$ cat config.mk
export PLATFORM = sky130hd
export DESIGN_NAME = tfvp_queue
export DESIGN_NICKNAME = d
export VERILOG_FILES = /design/src/sv/tfvp_pkg.sv /design/src/sv/tfvp_queue.sv
export SDC_FILE = /design/constraint.sdc
export NUM_CORES = 1
export LEC_CHECK = 0
export ABC_AREA = 1
export BUFFER_PORTS_ARGS = -buffer_cell sky130_fd_sc_hd__buf_2
export CAP_MARGIN = 15
export CORE_MARGIN = 2
export CORE_UTILIZATION = 57
export DETAILED_ROUTE_END_ITERATION = 12
export MAX_ROUTING_LAYER = met4
export PLACE_DENSITY_LB_ADDON = 0.3
export SYNTH_ARGS = -nofsm -noshare
export SYNTH_HDL_FRONTEND = slang
export SYNTH_SLANG_ARGS = --single-unit
$ cat constraint.sdc
create_clock -name clock -period 2.8 [get_ports clock]
set_input_delay 0.42 -clock clock [delete_from_list [all_inputs] [get_ports clock]]
set_output_delay 0.42 -clock clock [all_outputs]
set_load 0.01 [all_outputs]
$ cat src/sv/tfvp_pkg.sv
// ----------------------------------------------------------------------------
// tfvp_pkg - shared types and constants for the fan voltage policy core
// Opcodes, queue command format, configuration and constants used by the
// front, queue, back and top level.
// ----------------------------------------------------------------------------
`default_nettype none

package tfvp_pkg;

   // Default table depths
   localparam int CODE_DEPTH_DEF  = 256;
   localparam int CURVE_DEPTH_DEF = 112;

   // Input opcodes (tuser)
   localparam logic [2:0] OP_LOAD_CPU_TEMP  = 3'd0;
   localparam logic [2:0] OP_LOAD_SUP_TEMP  = 3'd1;
   localparam logic [2:0] OP_LOAD_CPU_CURVE = 3'd2;
   localparam logic [2:0] OP_LOAD_SUP_CURVE = 3'd3;
   localparam logic [2:0] OP_CPU_SAMPLE     = 3'd4;
   localparam logic [2:0] OP_SUP_SAMPLE     = 3'd5;
   localparam logic [2:0] OP_ROUND_END      = 3'd6;

   // Configuration register indexes
   localparam logic [1:0] CSR_FLOOR   = 2'd0;
   localparam logic [1:0] CSR_CEILING = 2'd1;
   localparam logic [1:0] CSR_ABSENT  = 2'd2;

   localparam logic [5:0] FLOOR_RST   = 6'd0;
   localparam logic [5:0] CEILING_RST = 6'd63;
   localparam logic [7:0] ABSENT_RST  = 8'd1;

   localparam logic [7:0] SUPPLY_OK_BITS = 8'h38;
   localparam logic [7:0] FANS_ALL_OK    = 8'hFF;

   // Peak / 1000000 as multiply by ceil(2^50 / 1e6), then shift by 50.
   // Exact for every non-negative 31-bit peak.
   localparam int          RECIP_SHIFT = 50;
   localparam int          PROD_W      = 62;
   localparam int          QUOT_W      = 12;
   localparam logic [30:0] RECIP_MULT  = 31'd1125899907;

   localparam logic [QUOT_W-1:0] CPU_OFFSET    = 12'd20;
   localparam logic [QUOT_W-1:0] SUPPLY_OFFSET = 12'd30;

   // Command queue
   localparam int QUEUE_DEPTH = 4;
   localparam int QUEUE_AW    = 2;
   localparam int QUEUE_CW    = 3;

   typedef enum logic [2:0] {
      CMD_LOAD_CPU_TEMP,
      CMD_LOAD_SUP_TEMP,
      CMD_LOAD_CPU_CURVE,
      CMD_LOAD_SUP_CURVE,
      CMD_CPU_SAMPLE,
      CMD_SUP_SAMPLE,
      CMD_ROUND_END
   } cmd_kind_type;

   typedef struct packed {
      cmd_kind_type kind;
      logic [7:0]   addr;           // load index, or clamped sample code
      logic [31:0]  value;          // table entry
      logic         temp_ok;
      logic         supply_fail;    // ok bits not all set
      logic         fans_all_ok;
      logic         status_ok;
      logic [3:0]   fan_fail_count;
   } cmd_type;

   typedef struct packed {
      logic [5:0] floor_v;
      logic [5:0] ceiling_v;
      logic [7:0] absent_mask;
   } cfg_type;

   typedef struct packed {
      logic       fan_count_valid;
      logic [3:0] fan_fail_count;
      logic [1:0] supply_fail_count;
      logic [5:0] supply_fan_voltage;
      logic [5:0] cpu_fan_voltage;
   } result_type;

endpackage

`default_nettype wire

$ cat src/sv/tfvp_queue.sv
// ----------------------------------------------------------------------------
// tfvp_queue - command queue between front and back
// Small FIFO of decoded commands; push and pop may happen in one cycle.
// ----------------------------------------------------------------------------
`default_nettype none

module tfvp_queue import tfvp_pkg::*; (
   input  wire logic    clock,
   input  wire logic    reset,
   input  wire logic    push,
   input  wire cmd_type push_cmd,
   input  wire logic    pop,
   output logic         full,
   output logic         empty,
   output cmd_type      head_cmd
);

   cmd_type               entry_ff [QUEUE_DEPTH];
   logic [QUEUE_AW-1:0]   wr_ptr_ff, wr_ptr_in;
   logic [QUEUE_AW-1:0]   rd_ptr_ff, rd_ptr_in;
   logic [QUEUE_CW-1:0]   count_ff, count_in;

   assign full     = count_ff == QUEUE_CW'(QUEUE_DEPTH);
   assign empty    = count_ff == '0;
   assign head_cmd = entry_ff[rd_ptr_ff];

   always_comb begin
      wr_ptr_in = push ? wr_ptr_ff + 1'b1 : wr_ptr_ff;
      rd_ptr_in = pop  ? rd_ptr_ff + 1'b1 : rd_ptr_ff;
      count_in  = count_ff;
      if (push && !pop) begin
         count_in = count_ff + 1'b1;
      end else if (pop && !push) begin
         count_in = count_ff - 1'b1;
      end
   end

   always_ff @(posedge clock) begin
      if (reset) begin
         wr_ptr_ff <= '0;
         rd_ptr_ff <= '0;
         count_ff  <= '0;
      end else begin
         wr_ptr_ff <= wr_ptr_in;
         rd_ptr_ff <= rd_ptr_in;
         count_ff  <= count_in;
      end
   end

   always_ff @(posedge clock) begin
      if (push) begin
         entry_ff[wr_ptr_ff] <= push_cmd;
      end
   end

endmodule

`default_nettype wire

# Yosys cells after proc, flatten, opt, wreduce, memory -nomap -nowiden
# Memories as Yosys holds them, arrays and structs flattened. A register that Yosys moved wholly into a read port is not among the register bits.
# Cells that the tools add are included.
# W data, S select, Z words.
[classes]
n_reduce_logical = 6
n_mux = 6
add_sub_neg = 4
n_eq_ne = 1
[ops]
columns = ["operator", "count"]
rows = [
  ["$mux W3", 2],
  ["$add A2 B1 Y2 const B", 2],
  ["$mux W2", 2],
  ["$add A3 B1 Y3 const B", 1],
  ["$eq A3 B3 Y1 const B", 1],
  ["$logic_not A3 Y1", 1],
  ["$sub A3 B1 Y3 const B", 1],
  ["$logic_and A1 B1 Y1", 2],
  ["$logic_not A1 Y1", 2],
  ["$mux W1", 2],
  ["$reduce_bool A2 Y1", 1],
]
[totals]
output_inout_bits = 53
ff_bits = 7
n_memories = 1
ram_bits = 204
[memory_table]
columns = ["memory", "depth", "width", "read_ports", "rd_clocked_by_memory_dff", "write_ports", "line", "source"]
rows = [
  ["entry_ff", 4, 51, 1, 1, 1, "tfvp_queue.sv:18", "cmd_type entry_ff [QUEUE_DEPTH];"],
]

# Depth between registers and ports, before layout
# Gate-level depths: netlist (run 1).
[depth]
ltp_word = 4
mapped_depth = 10

# Worst setup path before layout (run 1)
# Ideal clock, no wire load.
[synth_timing]
kind = "flip-flop to flip-flop"
start = "reg wr_ptr_ff[0]"
end = "mem entry_ff[2][0] (netlist name) (enable)"
setup_time_ns = 0.405
required_ns = 2.395
t_arrival_ns = 1.585
period_less_slack_ns = 1.990
stages_incl_launch_ff = 5
setup_slack_ns = 0.810
cell_sequence = "dfxtp_1 > inv_1 > ha_1 > nand2_1 > inv_1"
[synth_rtl]
columns = ["item", "line", "source"]
rows = [
  ["start: declaration", "tfvp_queue.sv:19", "logic [QUEUE_AW-1:0] wr_ptr_ff, wr_ptr_in;"],
  ["start signal: assignment", "tfvp_queue.sv:44", "wr_ptr_ff <= wr_ptr_in;"],
  ["end: declaration", "tfvp_queue.sv:18", ""],
]
# No word-level cell before the write port.

==> flow_summary.yaml, run 1 <==
run_status:
  outcome: "finished, final reports clean"
critical_path:
  crit_type: "reg2out"
  cp-start-kind: "register"
  reg2reg_from: "wr_ptr_ff[1]"
  reg2reg_depth: 5
  cp.arrival_ns: 1.94
  required_ns: 2.38
  r2r-end: "entry_ff[1][34]"
  crit_family: "buffers and inverters"
  crit_slowest_cell: "dfxtp_4"
  reg2reg_setup_slack_ns: 1.06
  cp_max_fo: 24
  worst-path-buf-inv: 3
  path_cells: "clkinv_2, buf_4, nor2_1, o22ai_1, buf_2"
  endpoint_kind: "output port"
  max_stage_delay_ns: 0.35
synthesis:
  syn_inst: 551
  synth.distinct_cells: 21
  syn_avg_cell_area_um2: 14.59
  yosys_warnings: 0
  async_reset_ff_share_pct: 0
  ys_seq_area_share_pct: 78.46
  netlist.area_leader.share_pct: 76.21
  synthFlopType: "edfxtp_1"
  synth.area.top_cells: "edfxtp_1, nor2_1, o22ai_1"
  synth_area_leader_cell: "edfxtp_1"
  synth-seq-cells: 213
  synth-edff-count: 204
  syn_nets: 612
  syn_area_mm2: 0.008038
clocking:
  cts_root_buf: "clkbuf_16"
  cts_made_buffers: 22
  hold_buffers: 0
  cts.clk_slew.worst_paths_ns: 0.06
  h-tree-depth: 1
  cts_tree: "built"
  cts_resized: 0
  cts_setup_buffers: 0
  clk_path_buf_depth: 3
  clock-sinks: 213
  clkLatencyLatePin_ns: 0.49
floorplan:
  num_rows: 43
  start_util_pct: 58.13
  fp.coreArea_mm2: 0.01383
  io_pins: 108
  dieWidth_um: 122.8
  die_h_um: 122.8
  die_area_mm2: 0.01507
global_routing:
  grt_pass1_vias: 4807
  grt_usage_pct: 22.17
  overflow: 0
  grt_pass1_wl_mm: 24.68
  grt_antenna_before_repair: 3
  grt_max_degree: 103
place:
  portBuffers: 107
  hpwlAfterDp_mm: 9.432
  place_congestion: 0.7558
  place_area_mm2: 0.008718
  dp.cells: 819
sta:
  setup_violations: 0
  fin_tns_setup_ns: 0
  hold_viol_final: 0
  rsz0062_at_grt: "false"
  fin_worst_skew_ns: 0.006934
  max_freq_ghz: 0.4241
  slew-limit-headroom_pct: 58.74
  tightest_slew_ns: 0.6180
  fin_crit_ns: 2.358
  drv_slew: 0
  period_share_pct: 84.22
detailed_routing:
  dr_total_vias: 4953
  vias_per_cell: 5.746
  wl_mm: 16.12
  firstDrtPassIters: 7
  route.detailed.drc: 0
  ant_nets: 0
  wl_per_cell_um: 18.70
  drt_iter0_markers: 429
cells_and_area:
  area_growth_pct: 17.15
  final_cells: 862
  drive_above_1_share_pct: 22.97
  final_area_mm2: 0.009417
  fill_cells: 968
  nets: 724
flow_run:
  max_cap_violations: 0
pwr:
  ir_worst_vdd_uv: 526.2
  p_sw_share_pct: 22.28
  p_per_area_mw_per_mm2: 751.2
  power_mw: 7.074
  clkPwrFrac_pct: 38.8
  combPwrFrac_pct: 9.2
  internal-power_mw: 5.498
  switchingPower_mw: 1.576
  leakagePower_nw: 3.365
  seqPwrFrac_pct: 52.0
min_path:
  holdPathStages: 2
  hold_class: "in2reg"
  min_from: "reset"
  hold_path_end: "count_ff[0]"
-- Yosys cell counts (2+ instances only) --
| library cell | count |
|---|---|
| a21oi_1 | 3 |
| buf_2 | 6 |
| buf_4 | 5 |
| buf_6 | 13 |
| clkbuf_1 | 6 |
| clkbuf_2 | 2 |
| dfxtp_1 | 9 |
| edfxtp_1 | 204 |
| ha_1 | 5 |
| inv_1 | 15 |
| inv_2 | 2 |
| nand2_1 | 9 |
| nor2_1 | 108 |
| nor3_1 | 2 |
| o21ai_0 | 47 |
| o21ai_1 | 60 |
| o22ai_1 | 51 |
-- how the worst max path moves through the flow --
stage | end | slack [ns] | cells past startpoint
3_5_place_dp | head_cmd[27] | 0.94 | 5
3_3_place_gp | head_cmd[27] | 0.97 | 5
5_1_grt | head_cmd[44] | 0.33 | 5
6_report | head_cmd[22] | 0.44 | 5
2_1_floorplan | entry_ff[2][0] | 0.81 | 4
4_1_cts | head_cmd[27] | 0.41 | 5
-- final cells by class --
type | instances | area, um2 | share of cell area, %
timing repair buffer | 120 | 695.7 | 7.388
clock buffer | 33 | 623.1 | 6.617
antenna | 3 | 7.507 | 0.07972
sequential | 213 | 6311 | 67.02
inverter | 17 | 65.06 | 0.6909
multi-input combinational | 289 | 1421 | 15.09
clock inverter | 7 | 67.56 | 0.7175
tap | 180 | 225.2 | 2.392
-- layer usage --
metal / wire, um / GRT usage (%) / up-vias / part of all wire (%)
li1: - / - / 2291 / -
met1: 6543 / 28.53 / 2425 / 41
met3: 1224 / 4.414 / 32 / 7.6
met4: 349 / 6.537 / 0 / 2.2
met5: 0 / - / - / 0
met2: 8003 / 36.08 / 205 / 50
-- placed cells by master (no fill, tap or decap), drive strengths merged --
cell	synthesis	routed
dfxtp	9	9
nand4	1	1
inv	17	16
nand2	9	9
diode	0	3
ha	5	5
nand3	1	1
nor3	2	2
fa	1	1
clkbuf	8	33
a21oi	3	3
buf	24	120
o22ai	51	51
nor2	108	108
xor2	1	1
o21ai	107	107
bufinv	0	1
edfxtp	204	204
clkinv	0	7
-- power by group through the flow --
stage	clock, mW	sequential, mW	combinational, mW
finish	2.75	3.68	0.650
CTS	2.78	3.68	0.660
global placement	0	3.74	0.635
floorplan	0	3.74	0.386
detailed placement	0	3.74	0.656
global route	2.90	3.69	0.722
-- logic make-up (layout without fill, tap and decap cells) --
kind of cell	count (synthesis)	in the layout	synth area share, %
buffers and inverters	49	177	3.861
AND/OR/NAND/NOR	121	121	5.728
XOR/XNOR	1	1	0.1090
adder cells (fa/ha/maj)	6	6	1.027
other	0	3	0
flip-flops	213	213	78.46
AO/OA/AOI/OAI	161	161	10.82
-- through the flow --
step | hold slack (ns) | util [%] | worst slack (ns)
after floorplan | 0.4115 | - | 0.8101
after global placement | 0.4303 | 63.05 | 0.9707
after detailed placement | 0.4316 | 63.05 | 0.9385
after CTS | 0.08779 | 68.05 | 0.4088
after global routing | 0.09875 | 68.10 | 0.3280
final | 0.09919 | 68.10 | 0.4419
-- state kept, by name, summed over array words and instances (netlist names), named ones only --
register and cells:
rd_ptr_ff 2, wr_ptr_ff 2, count_ff 3, entry_ff 204
Power figures use the tool's default switching activity.
==> run 2, diff against run 1 <==
ABC_AREA = 0   (was 1)
clock period = 2.45 ns   (was 2.8 ns; I/O delays follow)
==> flow_summary.yaml, run 2 <==
run_status:
  outcome: "finished, final reports clean"
clocking:
  h-tree-depth: 1
  cts_made_buffers: 22
  cts_setup_buffers: 0
  clkLatencyLatePin_ns: 0.48
  clock-sinks: 213
  clk_path_buf_depth: 3
  cts.clk_slew.worst_paths_ns: 0.06
  cts_tree: "built"
  hold_buffers: 0
  cts_resized: 0
  cts_root_buf: "clkbuf_16"
synthesis:
  syn_nets: 372
  async_reset_ff_share_pct: 0
  syn_inst: 311
  syn_area_mm2: 0.007848
  synth_xor_area_share_pct: 0.5580
  syn_avg_cell_area_um2: 25.23
  synth_compound_area_share_pct: 0.1276
  ys_seq_area_share_pct: 80.36
  synth-edff-count: 204
  netlist.area_leader.share_pct: 78.06
  synthAdderAreaFrac_pct: 1.052
  synth.area.top_cells: "edfxtp_1, mux4_2, dfxtp_1"
  yosys_warnings: 0
  synthTopCellsByCount: "edfxtp_1, mux4_2, dfxtp_1"
  synth-seq-cells: 213
  synthFlopType: "edfxtp_1"
  synth_top_family_by_area: "multiplexers"
  synth.distinct_cells: 23
  yosysMostFrequentCell: "edfxtp_1"
  synth_area_leader_cell: "edfxtp_1"
  synth.mux.area_fraction_pct: 14.94
  yosys.area_share.simple_pct: 0.9407
critical_path:
  endpoint_kind: "output port"
  cp_max_fo: 15
  reg2reg_from: "wr_ptr_ff[0]"
  cp-start-kind: "register"
  crit_type: "reg2out"
  required_ns: 2.08
  reg2reg_setup_slack_ns: 0.90
  cp.arrival_ns: 1.89
detailed_routing:
  vias_per_cell: 5.525
  ant_nets: 0
  wl_per_cell_um: 21.16
  route.detailed.drc: 0
  firstDrtPassIters: 4
  drt_iter0_markers: 265
  wl_mm: 13.35
  dr_total_vias: 3486
global_routing:
  grt_usage_pct: 19.09
  overflow: 0
  grt.busiest_layer: "met2"
  grt_use_met2_pct: 31.64
  grt_use_met3_pct: 3.712
  grt_antenna_before_repair: 1
  grt_pass1_vias: 3690
  gr-usage-met1_pct: 25.13
  grt_max_degree: 34
  grt_pass1_wl_mm: 20.30
cells_and_area:
  area_growth_pct: 17.86
  drive_above_1_share_pct: 44.27
  fill_cells: 851
  largest_register_ffs: 204
  final_cell_mix: "edfxtp_1, buf_2, mux4_2, clkbuf_16, buf_4"
  largest-register: "entry_ff"
  nets: 503
  final_common_cell: "edfxtp_1"
  reg.largest.list: "entry_ff x204, count_ff x3"
floorplan:
  die_h_um: 121.3
  io_pins: 108
  start_util_pct: 58.79
  dieWidth_um: 121.3
  fp.coreArea_mm2: 0.01335
  num_rows: 42
  die_area_mm2: 0.01472
pwr:
  seqPwrFrac_pct: 53.5
  ir_worst_vdd_uv: 567.3
  leakagePower_nw: 3.164
  p_per_area_mw_per_mm2: 857.5
  p_sw_share_pct: 21.16
  clkPwrFrac_pct: 36.7
  switchingPower_mw: 1.678
  combPwrFrac_pct: 9.8
  internal-power_mw: 6.253
sta:
  tightest_slew_ns: 0.5050
  rsz0062_at_grt: "false"
  period_share_pct: 92.11
  fin_crit_ns: 2.257
  drv_slew: 0
  fin_tns_setup_ns: 0
  setup_violations: 0
  hold_viol_final: 0
  slew-limit-headroom_pct: 66.33
  worst_slack_ns: 0.1932
  max_freq_ghz: 0.4431
  fin_worst_skew_ns: 0.004660
place:
  dpl_worst_slack_ns: 0.5819
  hpwlAfterDp_mm: 8.085
  portBuffers: 107
  place_congestion: 0.7554
min_path:
  hold_class: "in2reg"
  min_from: "push_cmd[34]"
flow_run:
  max_cap_violations: 0
run 2: changes by cell type after synthesis, sizes merged, moves of 8 or more:
cell,delta
mux4,+51
o21ai,-106
nor2,-101
buf,-12
o22ai,-51
nand2,-8
inv,-13
run 2: worst paths after layout:
check / endpoint / depth (start not counted)
max: head_cmd[47] / 3
min: entry_ff[2][34] / 1
max reg2reg: entry_ff[2][16] / 4
min reg2reg: count_ff[2] / 2
run 2: cell type report:
cell class / instances / area (um2) / share of cell area (%)
antenna: 1 / 2.502 / 0.02706
clock buffer: 29 / 598.1 / 6.466
clock inverter: 7 / 31.28 / 0.3382
inverter: 4 / 15.01 / 0.1623
multi-input combinational: 81 / 1388 / 15.00
sequential: 213 / 6311 / 68.24
tap: 176 / 220.2 / 2.381
timing repair buffer: 120 / 683.2 / 7.386
run 2: through the flow:
step | utilization [%] | power, mW | area (um2) | instances | hold slack (ns)
after floorplan | - | 4.797 | 7848 | 311 | 0.4663
final | 69.29 | 7.931 | 9249 | 631 | 0.09944
after detailed placement | 64.56 | 5.111 | 8617 | 594 | 0.5081
after CTS | 69.27 | 8.014 | 9246 | 630 | 0.08296
after global routing | 69.29 | 8.217 | 9249 | 631 | 0.07832
after global placement | 64.56 | 5.083 | 8617 | 594 | 0.4809
run 2: power groups by stage:
stage | Combinational, mW | Sequential, mW | Clock, mW
finish | 0.775 | 4.24 | 2.91
global route | 0.839 | 4.26 | 3.12
CTS | 0.793 | 4.25 | 2.97
detailed placement | 0.789 | 4.32 | 0
global placement | 0.775 | 4.31 | 0
floorplan | 0.502 | 4.30 | 0
run 2: critical path, cell delays in order (launching register included):
cell     delay, ns
dfxtp_2       0.61
buf_4         0.31
mux4_2        0.33
buf_2         0.16
run 2: logic make-up after synthesis:
family	after synthesis
flops	213
mux	53
buf+inv	17
simple gates	15
fa+ha+maj	6
xor+xnor	5
compound gates	2
run 2: routing by layer:
metal | vias up | wire length, um
met5 | - | 0
met4 | 0 | 137
met3 | 13 | 777
met2 | 99 | 6975
met1 | 1800 | 5459
li1 | 1574 | -
==> run 3, diff against run 2 <==
CORE_UTILIZATION = 25   (was 57)
==> flow_summary.yaml, run 3 (synthesized netlist as in run 2, its figures left out) <==
pwr:
  leakagePower_nw: 3.259
  p_sw_share_pct: 21.18
  p_per_area_mw_per_mm2: 901.0
  switchingPower_mw: 1.861
  seqPwrFrac_pct: 48.3
  combPwrFrac_pct: 9.0
  clkPwrFrac_pct: 42.8
  internal-power_mw: 6.924
  ir_worst_vdd_uv: 441.7
sta:
  slew-limit-headroom_pct: 72.79
  setup_violations: 0
  worst_slack_ns: 0.1665
  fin_crit_ns: 2.283
  period_share_pct: 93.20
  hold_viol_final: 0
  max_freq_ghz: 0.4379
  whs_ns: 0.06915
  fin_worst_skew_ns: 0.006402
  tightest_slew_ns: 0.4082
  rsz0062_at_grt: "false"
  fin_tns_setup_ns: 0
  drv_slew: 0
detailed_routing:
  vias_per_cell: 4.188
  drt_iter0_markers: 202
  dr_total_vias: 3581
  wl_per_cell_um: 17.76
  wl_mm: 15.18
  route.detailed.drc: 0
  ant_nets: 0
  firstDrtPassIters: 4
critical_path:
  cp.arrival_ns: 1.92
  worst-path-buf-inv: 2
  crit_family: "flip-flops"
  required_ns: 2.08
  crit_slowest_cell: "dfxtp_4"
  cp-start-kind: "register"
  cp_max_fo: 32
  path_cells: "buf_12, mux4_2, buf_2"
  max_stage_delay_ns: 0.56
  endpoint_kind: "output port"
  crit_type: "reg2out"
floorplan:
  start_util_pct: 25.52
  die_area_mm2: 0.03282
  io_pins: 108
  fp.coreArea_mm2: 0.03075
  num_rows: 64
  die_h_um: 181.2
  dieWidth_um: 181.2
global_routing:
  grt_usage_pct: 9.576
  grt_use_met2_pct: 15.82
  grt_pass1_vias: 3981
  overflow: 0
  grt_pass1_wl_mm: 23.35
  grt_use_met3_pct: 2.862
  grt_antenna_before_repair: 3
  gr-usage-met1_pct: 11.33
  grt.busiest_layer: "met2"
  grt_max_degree: 33
clocking:
  cts_made_buffers: 24
  clk_path_buf_depth: 3
  clkLatencyLatePin_ns: 0.50
  cts_root_buf: "clkbuf_16"
  h-tree-depth: 1
  clock-sinks: 213
  cts_tree: "built"
  hold_buffers: 0
  cts_setup_buffers: 0
  cts_resized: 0
  cts.clk_slew.worst_paths_ns: 0.06
flow_run:
  max_cap_violations: 0
place:
  hpwlAfterDp_mm: 9.054
  portBuffers: 107
  place_congestion: 0.6131
  dpl_worst_slack_ns: 0.5308
cells_and_area:
  area_growth_pct: 24.25
  multi_input_area_mm2: 0.001393
  largest-register: "entry_ff"
  final_cell_mix: "edfxtp_1, buf_2, mux4_2, clkbuf_16"
  seq_area_mm2: 0.006314
  fill_cells: 2993
  reg.largest.list: "entry_ff x204, count_ff x3"
  nets: 499
  final_common_cell: "edfxtp_1"
  largest_register_ffs: 204
  drive_above_1_share_pct: 46.05
run_status:
  outcome: "finished, final reports clean"
min_path:
  hold_class: "in2reg"
==> run 3: cell count changes in the layout (fill, tap and decap cells not counted), moves of 4 or more <==
cell / change
and2_2: -4
and2_4: +4
buf_4: -9
bufinv_16: +4
clkbuf_1: -4
clkinv_2: +4
==> run 3: path summary, 6_finish.rpt <==
check / from / end / slack [ns] / depth (start not counted)
setup / recovery: register / head_cmd[33] / 0.17 / 3
hold / removal: push_cmd[16] / entry_ff[1][16] / 0.07 / 1
hold reg to reg: rd_ptr_ff[0] / register / 0.54 / 2
setup reg to reg: wr_ptr_ff[0] / entry_ff[2][5] / 0.81 / 4
==> run 3: power groups by stage <==
| stage | Sequential (mW) | Clock, mW | Combinational [mW] |
|---|---|---|---|
| floorplan | 4.30 | 0 | 0.502 |
| detailed placement | 4.32 | 0 | 0.818 |
| global route | 4.25 | 4.01 | 0.870 |
| global placement | 4.31 | 0 | 0.799 |
| CTS | 4.24 | 3.88 | 0.822 |
| finish | 4.24 | 3.76 | 0.790 |
==> run 3: cell type report <==
type,count,area share (%)
well taps,396,5.081
flip-flops and latches,213,64.75
clock buffers,30,6.916
inverters,4,0.1540
repair buffers,114,6.929
clock inverters,14,1.809
multi-input cells,81,14.28
diodes,3,0.07699
==> run 3: stage by stage <==
step	instances	power (mW)	cell area, um2	utilization [%]
4_1_cts	852	8.946	9743	31.69
5_1_grt	855	9.138	9751	31.71
3_5_place_dp	808	5.139	8892	28.92
3_3_place_gp	808	5.106	8892	28.92
6_report	855	8.785	9751	31.71
2_1_floorplan	311	4.797	7848	-
==> run 3: layer usage <==
layer	up-vias	share of wire, %	routed length, um
li1	1575	-	-
met1	1890	41	6284
met2	93	50	7619
met3	23	6.5	986
met4	0	1.9	293
met5	-	0	0
