===== src/sv/tfvp_pkg.sv =====
// ----------------------------------------------------------------------------
// tfvp_pkg - shared types and constants for the fan voltage policy core
// Opcodes, queue command format, configuration and constants used by the
// front, queue, back and top level.
// ----------------------------------------------------------------------------
`default_nettype none

package tfvp_pkg;

   // Default table depths
   localparam int CODE_DEPTH_DEF  = 256;
   localparam int CURVE_DEPTH_DEF = 112;

   // Input opcodes (tuser)
   localparam logic [2:0] OP_LOAD_CPU_TEMP  = 3'd0;
   localparam logic [2:0] OP_LOAD_SUP_TEMP  = 3'd1;
   localparam logic [2:0] OP_LOAD_CPU_CURVE = 3'd2;
   localparam logic [2:0] OP_LOAD_SUP_CURVE = 3'd3;
   localparam logic [2:0] OP_CPU_SAMPLE     = 3'd4;
   localparam logic [2:0] OP_SUP_SAMPLE     = 3'd5;
   localparam logic [2:0] OP_ROUND_END      = 3'd6;

   // Configuration register indexes
   localparam logic [1:0] CSR_FLOOR   = 2'd0;
   localparam logic [1:0] CSR_CEILING = 2'd1;
   localparam logic [1:0] CSR_ABSENT  = 2'd2;

   localparam logic [5:0] FLOOR_RST   = 6'd0;
   localparam logic [5:0] CEILING_RST = 6'd63;
   localparam logic [7:0] ABSENT_RST  = 8'd1;

   localparam logic [7:0] SUPPLY_OK_BITS = 8'h38;
   localparam logic [7:0] FANS_ALL_OK    = 8'hFF;

   // Peak / 1000000 as multiply by ceil(2^50 / 1e6), then shift by 50.
   // Exact for every non-negative 31-bit peak.
   localparam int          RECIP_SHIFT = 50;
   localparam int          PROD_W      = 62;
   localparam int          QUOT_W      = 12;
   localparam logic [30:0] RECIP_MULT  = 31'd1125899907;

   localparam logic [QUOT_W-1:0] CPU_OFFSET    = 12'd20;
   localparam logic [QUOT_W-1:0] SUPPLY_OFFSET = 12'd30;

   // Command queue
   localparam int QUEUE_DEPTH = 4;
   localparam int QUEUE_AW    = 2;
   localparam int QUEUE_CW    = 3;

   typedef enum logic [2:0] {
      CMD_LOAD_CPU_TEMP,
      CMD_LOAD_SUP_TEMP,
      CMD_LOAD_CPU_CURVE,
      CMD_LOAD_SUP_CURVE,
      CMD_CPU_SAMPLE,
      CMD_SUP_SAMPLE,
      CMD_ROUND_END
   } cmd_kind_type;

   typedef struct packed {
      cmd_kind_type kind;
      logic [7:0]   addr;           // load index, or clamped sample code
      logic [31:0]  value;          // table entry
      logic         temp_ok;
      logic         supply_fail;    // ok bits not all set
      logic         fans_all_ok;
      logic         status_ok;
      logic [3:0]   fan_fail_count;
   } cmd_type;

   typedef struct packed {
      logic [5:0] floor_v;
      logic [5:0] ceiling_v;
      logic [7:0] absent_mask;
   } cfg_type;

   typedef struct packed {
      logic       fan_count_valid;
      logic [3:0] fan_fail_count;
      logic [1:0] supply_fail_count;
      logic [5:0] supply_fan_voltage;
      logic [5:0] cpu_fan_voltage;
   } result_type;

endpackage

`default_nettype wire


===== src/sv/tfvp_front.sv =====
// ----------------------------------------------------------------------------
// tfvp_front - input beat decode and classification
// Unpacks the request beat, drops beats with no effect and builds a queue
// command with the per-beat status work already done.
// ----------------------------------------------------------------------------
`default_nettype none

module tfvp_front import tfvp_pkg::*; #(
   parameter int CODE_DEPTH  = CODE_DEPTH_DEF,
   parameter int CURVE_DEPTH = CURVE_DEPTH_DEF
) (
   input  wire logic        req_tvalid,
   output logic             req_tready,
   input  wire logic [2:0]  req_tuser,
   input  wire logic [63:0] req_tdata,
   input  wire cfg_type     cfg,
   input  wire logic        q_full,
   output logic             q_push,
   output cmd_type          q_cmd
);

   logic [7:0]  entry_index;
   logic [31:0] entry_value;
   logic [7:0]  raw_code;
   logic [7:0]  status_byte;
   logic        status_ok;
   logic        temp_ok;
   logic [7:0]  code_clamped;
   logic        code_idx_ok;
   logic        curve_idx_ok;
   logic        keep;

   assign entry_index = req_tdata[7:0];
   assign entry_value = req_tdata[39:8];
   assign raw_code    = req_tdata[47:40];
   assign status_byte = req_tdata[55:48];
   assign status_ok   = req_tdata[56];
   assign temp_ok     = req_tdata[57];

   assign req_tready = !q_full;
   assign q_push     = req_tvalid && !q_full && keep;

   assign code_idx_ok  = {1'b0, entry_index} < 9'(CODE_DEPTH);
   assign curve_idx_ok = {1'b0, entry_index} < 9'(CURVE_DEPTH);
   // codes past the table end read the last entry
   assign code_clamped = ({1'b0, raw_code} >= 9'(CODE_DEPTH)) ? 8'(CODE_DEPTH - 1) : raw_code;

   always_comb begin
      q_cmd                = '0;
      q_cmd.kind           = CMD_ROUND_END;
      q_cmd.addr           = entry_index;
      q_cmd.value          = entry_value;
      q_cmd.temp_ok        = temp_ok;
      q_cmd.supply_fail    = (status_byte & SUPPLY_OK_BITS) != SUPPLY_OK_BITS;
      q_cmd.fans_all_ok    = status_ok && (status_byte == FANS_ALL_OK);
      q_cmd.status_ok      = status_ok;
      q_cmd.fan_fail_count = status_ok ? 4'($countones(~status_byte)) : 4'd0;
      keep                 = 1'b0;
      unique case (req_tuser)
         OP_LOAD_CPU_TEMP: begin
            q_cmd.kind = CMD_LOAD_CPU_TEMP;
            keep       = code_idx_ok;
         end
         OP_LOAD_SUP_TEMP: begin
            q_cmd.kind = CMD_LOAD_SUP_TEMP;
            keep       = code_idx_ok;
         end
         OP_LOAD_CPU_CURVE: begin
            q_cmd.kind = CMD_LOAD_CPU_CURVE;
            keep       = curve_idx_ok;
         end
         OP_LOAD_SUP_CURVE: begin
            q_cmd.kind = CMD_LOAD_SUP_CURVE;
            keep       = curve_idx_ok;
         end
         OP_CPU_SAMPLE: begin
            q_cmd.kind = CMD_CPU_SAMPLE;
            q_cmd.addr = code_clamped;
            keep       = 1'b1;
         end
         OP_SUP_SAMPLE: begin
            // unread status means absent
            q_cmd.kind = CMD_SUP_SAMPLE;
            q_cmd.addr = code_clamped;
            keep       = status_ok && ((status_byte & cfg.absent_mask) == 8'd0);
         end
         OP_ROUND_END: begin
            q_cmd.kind = CMD_ROUND_END;
            keep       = 1'b1;
         end
         default: begin
            keep = 1'b0;
         end
      endcase
   end

endmodule

`default_nettype wire


===== config.mk =====
export PLATFORM = sky130hd
export DESIGN_NAME = tfvp_front
export DESIGN_NICKNAME = d
export VERILOG_FILES = /design/src/sv/tfvp_pkg.sv /design/src/sv/tfvp_front.sv
export SDC_FILE = /design/constraint.sdc
export NUM_CORES = 1
export LEC_CHECK = 0
export BUFFER_PORTS_ARGS = -buffer_cell sky130_fd_sc_hd__buf_2
export CORE_AREA = 2 2 55 57
export DETAILED_ROUTE_END_ITERATION = 7
export DIE_AREA = 0 0 57 59
export PLACE_DENSITY = 0.81
export SETUP_SLACK_MARGIN = 0.05
export SKIP_LAST_GASP = 1
export SLEW_MARGIN = 0
export SYNTH_ARGS = -nofsm -noshare
export SYNTH_HDL_FRONTEND = slang
export SYNTH_SLANG_ARGS = --single-unit

===== constraint.sdc =====
create_clock -name vclk -period 3.05
set_clock_uncertainty 0.05 [all_clocks]
set_input_delay 0.1525 -clock vclk [all_inputs]
set_output_delay 0.1525 -clock vclk [all_outputs]
set_load 0.01 [all_outputs]

# Yosys cells after proc, flatten, opt, wreduce, memory -nomap -nowiden
# Index checks and enable logic that the tools add are counted.
[classes]
n_addsub = 7
n_reduce_logical = 10
eq_ne = 8
n_mux = 4
bitwise_logic = 2
order_cmp = 1
[op_table]
columns = ["cell", "n"]
rows = [
  ["$pmux W3 S6", 1],
  ["$eq A3 B3 Y1 const B", 3],
  ["$add A1 B1 Y2", 4],
  ["$and A8 B8 Y8", 1],
  ["$eq A8 B8 Y1 const B", 1],
  ["$logic_not A8 Y1", 1],
  ["$lt A8 B7 Y1 const B", 1],
  ["$mux W8", 1],
  ["$not A8 Y8", 1],
  ["$add A2 B2 Y3", 2],
  ["$eq A3 B2 Y1 const B", 2],
  ["$add A3 B3 Y4", 1],
  ["$logic_and A1 B1 Y1", 4],
  ["$mux W4", 1],
  ["$reduce_or A2 Y1", 2],
  ["$reduce_or A4 Y1", 1],
  ["$eq A3 B1 Y1 const B", 1],
  ["$logic_not A3 Y1", 1],
  ["$ne A3 B3 Y1 const B", 1],
  ["$pmux W1 S3", 1],
  ["$logic_not A1 Y1", 1],
]
[totals]
output_inout_bits = 53
wordCells = 32
input_bits = 89
reg_bits = 0

# Logic depth before layout (Yosys ltp)
# Gate-level depths: netlist of run 1.
[logic_depth]
ltp_word = 5
mapped_depth = 9
ltp_nobuf = 9

# Least setup slack after synthesis of run 1
# No wires, ideal clock.
[synth_path]
path_kind = "input to output"
startpoint = "in req_tdata[48]"
endpoint = "out q_cmd[2] (netlist name)"
setup_slack_ns = 0.288
required_ns = 2.847
stages = 9
t_arrival_ns = 2.560
path_cell_list = "inv_1 fa_1 fa_1 fa_1 ha_1 inv_1 fa_1 xnor2_1 and2_1"
[synth_lines]
columns = ["element", "line", "rtl"]
rows = [
  ["start: declaration", "tfvp_front.sv:15", "input wire logic [63:0] req_tdata,"],
  ["end: declaration", "tfvp_front.sv:19", "output cmd_type q_cmd"],
]

==> results of run 1 <==
==> per-layer routing <==
metal / wire, µm / vias to the layer above / GRT usage (%)
met5: 0 / - / 0
met4: 74 / 0 / 3.987
met3: 250 / 14 / 1.965
met2: 839 / 43 / 17.57
met1: 539 / 281 / 8.533
li1: - / 301 / -
==> where the power goes <==
group          switching, mW  internal [mW]
combinational         0.0710         0.0794
clock                      0              0
sequential                 0              0
==> what timing repair did <==
action | in CTS | in global routing
setup endpoints to repair | 1 | 2
resized for setup | 2 | 1
buffers inserted | 0 | 1
pin swaps | 4 | 3
==> worst max-delay path: cells and delay by family <==
family | cells | cell delay (ps)
fa+ha+maj | 5 | 2020
buf+inv | 4 | 330
simple gates | 1 | 140
xor+xnor | 1 | 120
==> synth_stat cells <==
library cell                    instances
sky130_fd_sc_hd__a22oi_1                1
sky130_fd_sc_hd__a21oi_1                1
sky130_fd_sc_hd__dlygate4sd3_1          1
sky130_fd_sc_hd__mux2_2                 8
sky130_fd_sc_hd__o21ai_1                1
sky130_fd_sc_hd__xnor2_1                1
sky130_fd_sc_hd__nand2b_1               1
sky130_fd_sc_hd__a222oi_1               1
sky130_fd_sc_hd__o311ai_0               1
sky130_fd_sc_hd__fa_1                   4
sky130_fd_sc_hd__clkbuf_1               1
sky130_fd_sc_hd__nor2_1                 1
sky130_fd_sc_hd__ha_1                   4
sky130_fd_sc_hd__nor2b_1                2
sky130_fd_sc_hd__a21boi_0               2
sky130_fd_sc_hd__nand3_1                2
sky130_fd_sc_hd__inv_1                 13
sky130_fd_sc_hd__nor3_1                 1
sky130_fd_sc_hd__a31oi_1                1
sky130_fd_sc_hd__buf_4                 34
sky130_fd_sc_hd__nand4_1                1
sky130_fd_sc_hd__nand2_1                4
sky130_fd_sc_hd__nand4b_1               1
sky130_fd_sc_hd__and2_1                 2
sky130_fd_sc_hd__buf_6                  1
==> metrics by stage <==
step / instance area (µm²) / TNS [ps]
after floorplan: 695.7 / 0
after global placement: 759.5 / 0
after detailed placement: 759.5 / -14.88
after CTS: 764.5 / 0
after global routing: 772.0 / -4.443
final: 772.0 / 0
==> cell families after synthesis <==
kind of cell	after synthesis
muxes	8
buffers and inverters	50
xor gates and xnor gates	1
AOI/OAI and AO/OA	8
adders and majority gates	8
and+or+nand+nor	15
==> path summary, 6_finish.rpt <==
path                 startpoint   endpoint  slack (ps)  depth (start not counted)
setup / recovery  req_tdata[48]   q_cmd[2]          90                         11
hold / removal    req_tdata[21]  q_cmd[21]         260                          0
==> layout make-up <==
| type | count | area [µm²] | share of cell area, % |
|---|---|---|---|
| multi-input cells | 40 | 371.6 | 48.14 |
| repair buffers | 61 | 312.8 | 40.52 |
| inverters | 13 | 48.80 | 6.321 |
| well taps | 31 | 38.79 | 5.024 |
==> run summary, run 1 <==
nets: 213
xor/xnor share of the synthesized area: 1.259%
combinational family with the most area after synthesis: buffers and inverters
Ys Warns: 0
via count of the first global-routing pass: 591
crit end category: output port
final global-route overflow total: 0
Synth Area in Adders: 18.71%
count of flip-flops and latches: 0
mean routed wirelength per cell: 11.74 µm
maximum number of pins on one net before global-route repair: 10
class of the tightest hold or removal check: primary input to output port
Worst slew margin: 72.13%
cell type with the highest aggregate area in the netlist: sky130_fd_sc_hd__buf_4
wire length after detailed routing: 1.703 mm
required arrival time at the worst endpoint: 2850 ps
number of port buffers: 58
number of rows created at floorplan: 19
total chip power: 0.1504 mW
worst setup slack before clock tree synthesis: -14.88 ps
ANT cells: 0
proportion of layout cells with a drive suffix above 1: 63.16%
min Tclk post-route: 2957 ps
synth top area cells: sky130_fd_sc_hd__buf_4 (37%), sky130_fd_sc_hd__mux2_2 (13%), sky130_fd_sc_hd__fa_1 (12%)
share of the clock period used by the worst path: 96.97%
MaxCap Viol Count: 0
unrepaired setup endpoints after global routing: true
placed wire-length estimate after detailed placement: 1.577 mm
final standard cell count with taps included and fillers excluded: 145
storage element area: 0 µm²
antenna violations before repair: 0
routed via count: 639
Lkg Pwr: 0.4456 nW
result of the run: complete, no violations
vias per std cell: 4.407
detailed-router iteration count before antenna repair: 4
Final ANT Viol Nets: 0
area share of the largest cell type after synthesis: 36.69%
sequential element share of the synthesized area: 0%
Mapped Area: 695.7 µm²
largest vdd supply drop: 103.6 µV
Unique masters post-synth: 25
kind of critical path: primary input to output port
clock tree buffer count of the final layout: 0
biggest cell delay along the critical path: 560 ps
Chip Width: 57 µm
number of filler instances in the final layout: 308
Iter 0 DRT Violations: 25
ports placed on the boundary: 142
power density relative to cell area: 194.8 nW/µm²
launching element type of the critical path: primary input
Util after Layout: 28.49%
crit path cell chain: buf_2 -> inv_2 -> fa_1 -> fa_1 -> fa_1 -> ha_2 -> inv_1 -> fa_2 -> xnor2_1 -> and2_1 -> buf_2
count of final setup violators: 0
data arrival time of the critical path: 2750 ps
worst hold slack: 255.0 ps
post-synthesis simple-gate area fraction: 11.51%
library cell appearing most often on the critical path: sky130_fd_sc_hd__fa_1
mux share of post-synthesis cell area: 12.95%
synthesized netlist net count: 187
most frequent cells in the layout: sky130_fd_sc_hd__buf_2 (58), sky130_fd_sc_hd__inv_1 (12), sky130_fd_sc_hd__mux2_2 (8)
slowest stage cell on the critical path: sky130_fd_sc_hd__fa_1
Die Outline Area: 3363 µm²
routability congestion estimate: 0.6612
Core Area: 2710 µm²
DRC errors left: 0
fraction of the mapped netlist area in compound gates: 8.273%
slack of the critical path: 92.52 ps
wire length of the first global-routing pass: 2.415 mm
hold bufs inserted after CTS: 0
Final Slew Violations: 0
Final Hold Viols: 0
GRT Total Usage: 8.803%
maximum frequency from static timing analysis: 338.1 MHz
commonest non-fill, non-tap cell in the layout: sky130_fd_sc_hd__buf_2
worst slew pin tran: 418.1 ps
Gate Count Post-Synth: 90
Post-Place Cells: 144
starting density of the core: 25.67%
Chip Height: 59 µm
maximum fanout encountered on the critical timing path: 2
Synth Area per Inst: 7.730 µm²
Area Growth Syn to Fin: 10.97%
(Power assumes the default switching activity.)
==> inputs of run 2 (changes only) <==
- ABC_AREA: unset -> 1
- CORE_AREA: 2 2 55 57 -> unset
- CORE_ASPECT_RATIO: unset -> 0.9
- CORE_UTILIZATION: unset -> 26
- DIE_AREA: 0 0 57 59 -> unset
==> run 2 against run 1 <==
Compared with the run above: the flow now finishes with violations (DRC); non-clock buffer count decreased by 2; die area decreased by 11%; final cell count increased by 9.7%; cell area increased by 3.2%; maximum frequency increased by 2.2%; setup slack improved by 63 ps; sequential cell count unchanged; synthesized cell count increased by 20%; critical endpoint is now q_cmd[1]; largest cell class unchanged.
==> run summary, run 2 <==
sequential element share of the synthesized area: 0%
cell area after placement: 788.3 µm²
cell type with the highest aggregate area in the netlist: sky130_fd_sc_hd__buf_4
violated checks: DRC
Ys Warns: 0
MaxCap Viol Count: 0
Synth Area per Inst: 6.650 µm²
Gate Count Post-Synth: 108
min Tclk post-route: 2894 ps
Mapped Area: 718.2 µm²
antenna violations before repair: 0
Synth Area in Adders: 18.12%
power density relative to cell area: 190.2 nW/µm²
post-route standard cell area excluding fillers: 797.0 µm²
nets: 230
grt met3 use: 2.736%
Commonest cells post-synth: sky130_fd_sc_hd__buf_4 (34), sky130_fd_sc_hd__inv_1 (21), sky130_fd_sc_hd__nand2_1 (14), sky130_fd_sc_hd__mux2_2 (7), sky130_fd_sc_hd__nor2_1 (6)
DRC errors left: 6
vias per std cell: 4.151
via count of the first global-routing pass: 561
maximum frequency from static timing analysis: 345.5 MHz
count of flip-flops and latches: 0
final global-route overflow total: 0
ANT cells: 0
GRT Total Usage: 10.23%
largest vdd supply drop: 57.01 µV
Unique masters post-synth: 15
area share of the largest cell type after synthesis: 35.54%
Final Hold Viols: 0
most frequent cells in the layout: sky130_fd_sc_hd__buf_2 (58), sky130_fd_sc_hd__inv_1 (21), sky130_fd_sc_hd__nand2_1 (14)
Area Growth Syn to Fin: 10.98%
total chip power: 0.1516 mW
Final Slew Violations: 0
Chip Height: 51.86 µm
Die Outline Area: 2977 µm²
placed wire-length estimate after detailed placement: 1.506 mm
number of filler instances in the final layout: 279
class of the tightest hold or removal check: primary input to output port
fraction of the mapped netlist area in compound gates: 5.226%
synthesized netlist net count: 205
final-layout setup total negative slack: 0 ps
crit end category: output port
routability congestion estimate: 0.8127
launching element type of the critical path: primary input
post-synthesis simple-gate area fraction: 18.12%
wire length of the first global-routing pass: 2.490 mm
Iter 0 DRT Violations: 20
global routing met1 resource utilization: 14.18%
wire length after detailed routing: 1.678 mm
Chip Width: 57.40 µm
share of the clock period used by the worst path: 94.89%
final standard cell count with taps included and fillers excluded: 159
Core Area: 2531 µm²
Post-Place Cells: 159
number of port buffers: 58
worst hold slack: 255.0 ps
starting density of the core: 28.37%
maximum number of pins on one net before global-route repair: 10
xor/xnor share of the synthesized area: 0%
data arrival time of the critical path: 2690 ps
detailed-router iteration count before antenna repair: 6
Final ANT Viol Nets: 0
kind of critical path: primary input to output port
number of rows created at floorplan: 17
synth top area cells: sky130_fd_sc_hd__buf_4 (36%), sky130_fd_sc_hd__fa_1 (11%), sky130_fd_sc_hd__inv_1 (11%)
unrepaired setup endpoints after global routing: false
ports placed on the boundary: 142
worst slew pin tran: 139.4 ps
count of final setup violators: 0
Worst slew margin: 90.61%
proportion of layout cells with a drive suffix above 1: 53.44%
combinational family with the most area after synthesis: buffers and inverters
area used by multi-input combinational logic: 385.4 µm²
mean routed wirelength per cell: 10.55 µm
result of the run: finished with violations
commonest non-fill, non-tap cell in the layout: sky130_fd_sc_hd__buf_2
clock tree buffer count of the final layout: 0
required arrival time at the worst endpoint: 2850 ps
Lkg Pwr: 0.5155 nW
hold bufs inserted after CTS: 0
mux share of post-synthesis cell area: 10.98%
met2 Usage GRT: 15.89%
most instantiated library cell after synthesis: sky130_fd_sc_hd__buf_4
storage element area: 0 µm²
maximum fanout encountered on the critical timing path: 2
GRT busiest layer: met2
routed via count: 660
run 2: cell types whose count changed in the layout (fill, tap and decap cells not counted), moves of 2 or more:
cell and delta:
sky130_fd_sc_hd__and2_1 -2, sky130_fd_sc_hd__nor2b_1 -2, sky130_fd_sc_hd__inv_1 +9, sky130_fd_sc_hd__buf_4 -2
sky130_fd_sc_hd__nand4_1 +2, sky130_fd_sc_hd__nor2_1 +5, sky130_fd_sc_hd__a21oi_1 +3, sky130_fd_sc_hd__nand2_1 +10
run 2: per-stage QoR:
stage / utilization [%] / worst slack (ps)
floorplan: - / 354.9
global placement: 31.14 / 94.79
detailed placement: 31.14 / 40.62
CTS: 31.14 / 64.01
global route: 31.49 / 89.31
finish: 31.49 / 156.0
run 2: layout make-up:
cell class,count,share of cell area [%]
Timing Repair Buffer,59,37.36
Inverter,21,9.890
Multi-Input combinational cell,51,48.35
Tap cell,28,4.396
run 2: repair_timing:
action	in CTS	in global routing
buffers inserted	0	0
setup endpoints to repair	1	2
pin swaps	0	3
gates resized for setup	1	3
run 2: power by group:
group	switching [mW]	internal [mW]
Clock	0	0
Combinational	0.0776	0.0740
Sequential	0	0
run 2: worst paths after layout:
path,startpoint,to,slack (ps),cells past startpoint
setup / recovery,req_tdata[48],q_cmd[1],160,10
hold / removal,req_tdata[11],q_cmd[11],260,0
run 2: cells by family (layout without fill, tap and decap cells):
| logic type | count (synthesis) | in the layout |
|---|---|---|
| mux | 7 | 7 |
| simple gates | 29 | 29 |
| buf+inv | 57 | 80 |
| fa+ha+maj | 8 | 8 |
| compound gates | 7 | 7 |
run 2: worst max-delay path, stage by stage:
cell                     delay, ps
sky130_fd_sc_hd__buf_2          90
sky130_fd_sc_hd__inv_1          50
sky130_fd_sc_hd__fa_1          550
sky130_fd_sc_hd__fa_1          430
sky130_fd_sc_hd__fa_1          500
sky130_fd_sc_hd__ha_2          180
sky130_fd_sc_hd__inv_1          50
sky130_fd_sc_hd__fa_2          520
sky130_fd_sc_hd__nor2_1         40
sky130_fd_sc_hd__buf_2         130
run 2: per-layer routing:
metal | routed length (µm) | up-vias
met3 | 160 | 8
met2 | 785 | 33
met5 | 0 | -
li1 | - | 344
met4 | 19 | 0
met1 | 713 | 275
==> inputs of run 3 (changes only) <==
- PLACE_DENSITY: 0.81 -> 0.94
==> run 3 against run 2 <==
Compared with the run above: the flow still finishes with violations (DRC); combinational power about the same; largest power group unchanged; final cell count unchanged; global-route usage down 0.059 points; first-iteration DRC count down 50%; worst hold slack unchanged; via count up 2.0%; power up 0.57%; sequential share of layout area unchanged; non-clock buffer count unchanged; routed wire length down 0.42%; maximum frequency down 0.24%; setup slack worse by 7.0 ps.
==> run summary, run 3 (synthesized netlist as in run 2, its figures left out) <==
slowest stage cell on the critical path: sky130_fd_sc_hd__fa_1
result of the run: finished with violations
clock tree buffer count of the final layout: 0
min Tclk post-route: 2901 ps
ports placed on the boundary: 142
number of rows created at floorplan: 17
internal cell power: 0.07473 mW
Die Outline Area: 2977 µm²
switching power: 0.07774 mW
count of flip-flops and latches: 0
MaxCap Viol Count: 0
required arrival time at the worst endpoint: 2850 ps
wire length after detailed routing: 1.671 mm
Iter 0 DRT Violations: 10
mean routed wirelength per cell: 10.51 µm
kind of critical path: primary input to output port
GRT Total Usage: 10.18%
portion of total power attributed to combinational logic: 100.0%
maximum frequency from static timing analysis: 344.7 MHz
Area Growth Syn to Fin: 10.45%
proportion of layout cells with a drive suffix above 1: 52.67%
placed wire-length estimate after detailed placement: 1.488 mm
count of final setup violators: 0
data arrival time of the critical path: 2700 ps
final-layout setup total negative slack: 0 ps
nets: 230
number of port buffers: 58
share of the clock period used by the worst path: 95.12%
vias per std cell: 4.233
detailed-router iteration count before antenna repair: 5
violated checks: DRC
unrepaired setup endpoints after global routing: false
Final ANT Viol Nets: 0
crit path cell chain: buf_2 -> inv_1 -> fa_1 -> fa_1 -> fa_1 -> ha_2 -> inv_1 -> fa_2 -> nor2_1 -> buf_2
Chip Width: 57.40 µm
hold bufs inserted after CTS: 0
cell count of the worst hold path: 0
launch instance of the worst min-delay path: req_tdata[14]
wire length of the first global-routing pass: 2.442 mm
commonest non-fill, non-tap cell in the layout: sky130_fd_sc_hd__buf_2
largest vdd supply drop: 52.09 µV
biggest cell delay along the critical path: 540 ps
ANT cells: 0
Worst slew margin: 88.98%
power density relative to cell area: 192.2 nW/µm²
maximum number of pins on one net before global-route repair: 10
storage element area: 0 µm²
Final Hold Viols: 0
launching element type of the critical path: primary input
Lkg Pwr: 0.5147 nW
Critical Path Start: req_tdata[48]
starting density of the core: 28.37%
via count of the first global-routing pass: 575
Final Slew Violations: 0
Chip Height: 51.86 µm
crit end category: output port
most frequent cells in the layout: sky130_fd_sc_hd__buf_2 (58), sky130_fd_sc_hd__inv_1 (21), sky130_fd_sc_hd__nand2_1 (14)
final global-route overflow total: 0
Core Area: 2531 µm²
routed via count: 673
DRC errors left: 6
worst slew pin tran: 164.1 ps
destination of the worst hold path: q_cmd[14]
routability congestion estimate: 0.7968
worst setup slack before clock tree synthesis: 53.84 ps
maximum fanout encountered on the critical timing path: 3
class of the tightest hold or removal check: primary input to output port
antenna violations before repair: 0
register share of total power: 0%
slack of the critical path: 149.0 ps
portion of total power attributed to the clock network: 0%
Net Sw Frac: 50.99%
worst hold slack: 255.0 ps
library cell appearing most often on the critical path: sky130_fd_sc_hd__fa_1
==> run 3: layer usage <==
metal,GRT usage [%],wire length (µm)
met4,2.439,4
met5,0,0
met1,12.05,654
met2,18.02,853
met3,2.985,160
==> run 3: timing repair <==
action	4_1_cts	5_1_grt
gates resized for setup	0	3
buffers inserted	0	1
setup endpoints to repair	0	2
==> run 3: how the worst max path moves through the flow <==
stage	slack, ps	depth (start not counted)	endpoint
after global placement	90	11	q_cmd[2]
after floorplan	350	8	q_cmd[1]
after detailed placement	50	11	q_cmd[2]
after global routing	80	10	q_cmd[1]
after CTS	50	11	q_cmd[2]
final	150	10	q_cmd[1]
==> run 3: final cells by class <==
type | count | area, µm²
inverter | 21 | 78.83
multi-input combinational | 51 | 381.6
fill | 287 | 1738
tap | 28 | 35.03
timing repair buffer | 59 | 297.8
==> run 3: metrics by stage <==
| step | util [%] | cell area [µm²] | cells | total power [mW] |
|---|---|---|---|---|
| after global placement | 30.85 | 780.7 | 158 | 0.1397 |
| after CTS | 30.85 | 780.7 | 158 | 0.1475 |
| after floorplan | - | 718.2 | 108 | 0.1274 |
| after global routing | 31.34 | 793.3 | 159 | 0.1701 |
| after detailed placement | 30.85 | 780.7 | 158 | 0.1465 |
| final | 31.34 | 793.3 | 159 | 0.1525 |
==> run 3: power groups by stage <==
stage | Combinational [mW] | Clock, mW | Sequential [mW]
after floorplan | 0.127 | 0 | 0
after global placement | 0.140 | 0 | 0
after detailed placement | 0.146 | 0 | 0
after CTS | 0.147 | 0 | 0
after global routing | 0.170 | 0 | 0
final | 0.152 | 0 | 0
==> run 3: worst max-delay path, delay by kind of cell <==
family | cells | cell delay (ps)
and+or+nand+nor | 1 | 40
buffers and inverters | 4 | 340
adders and majority gates | 5 | 2160
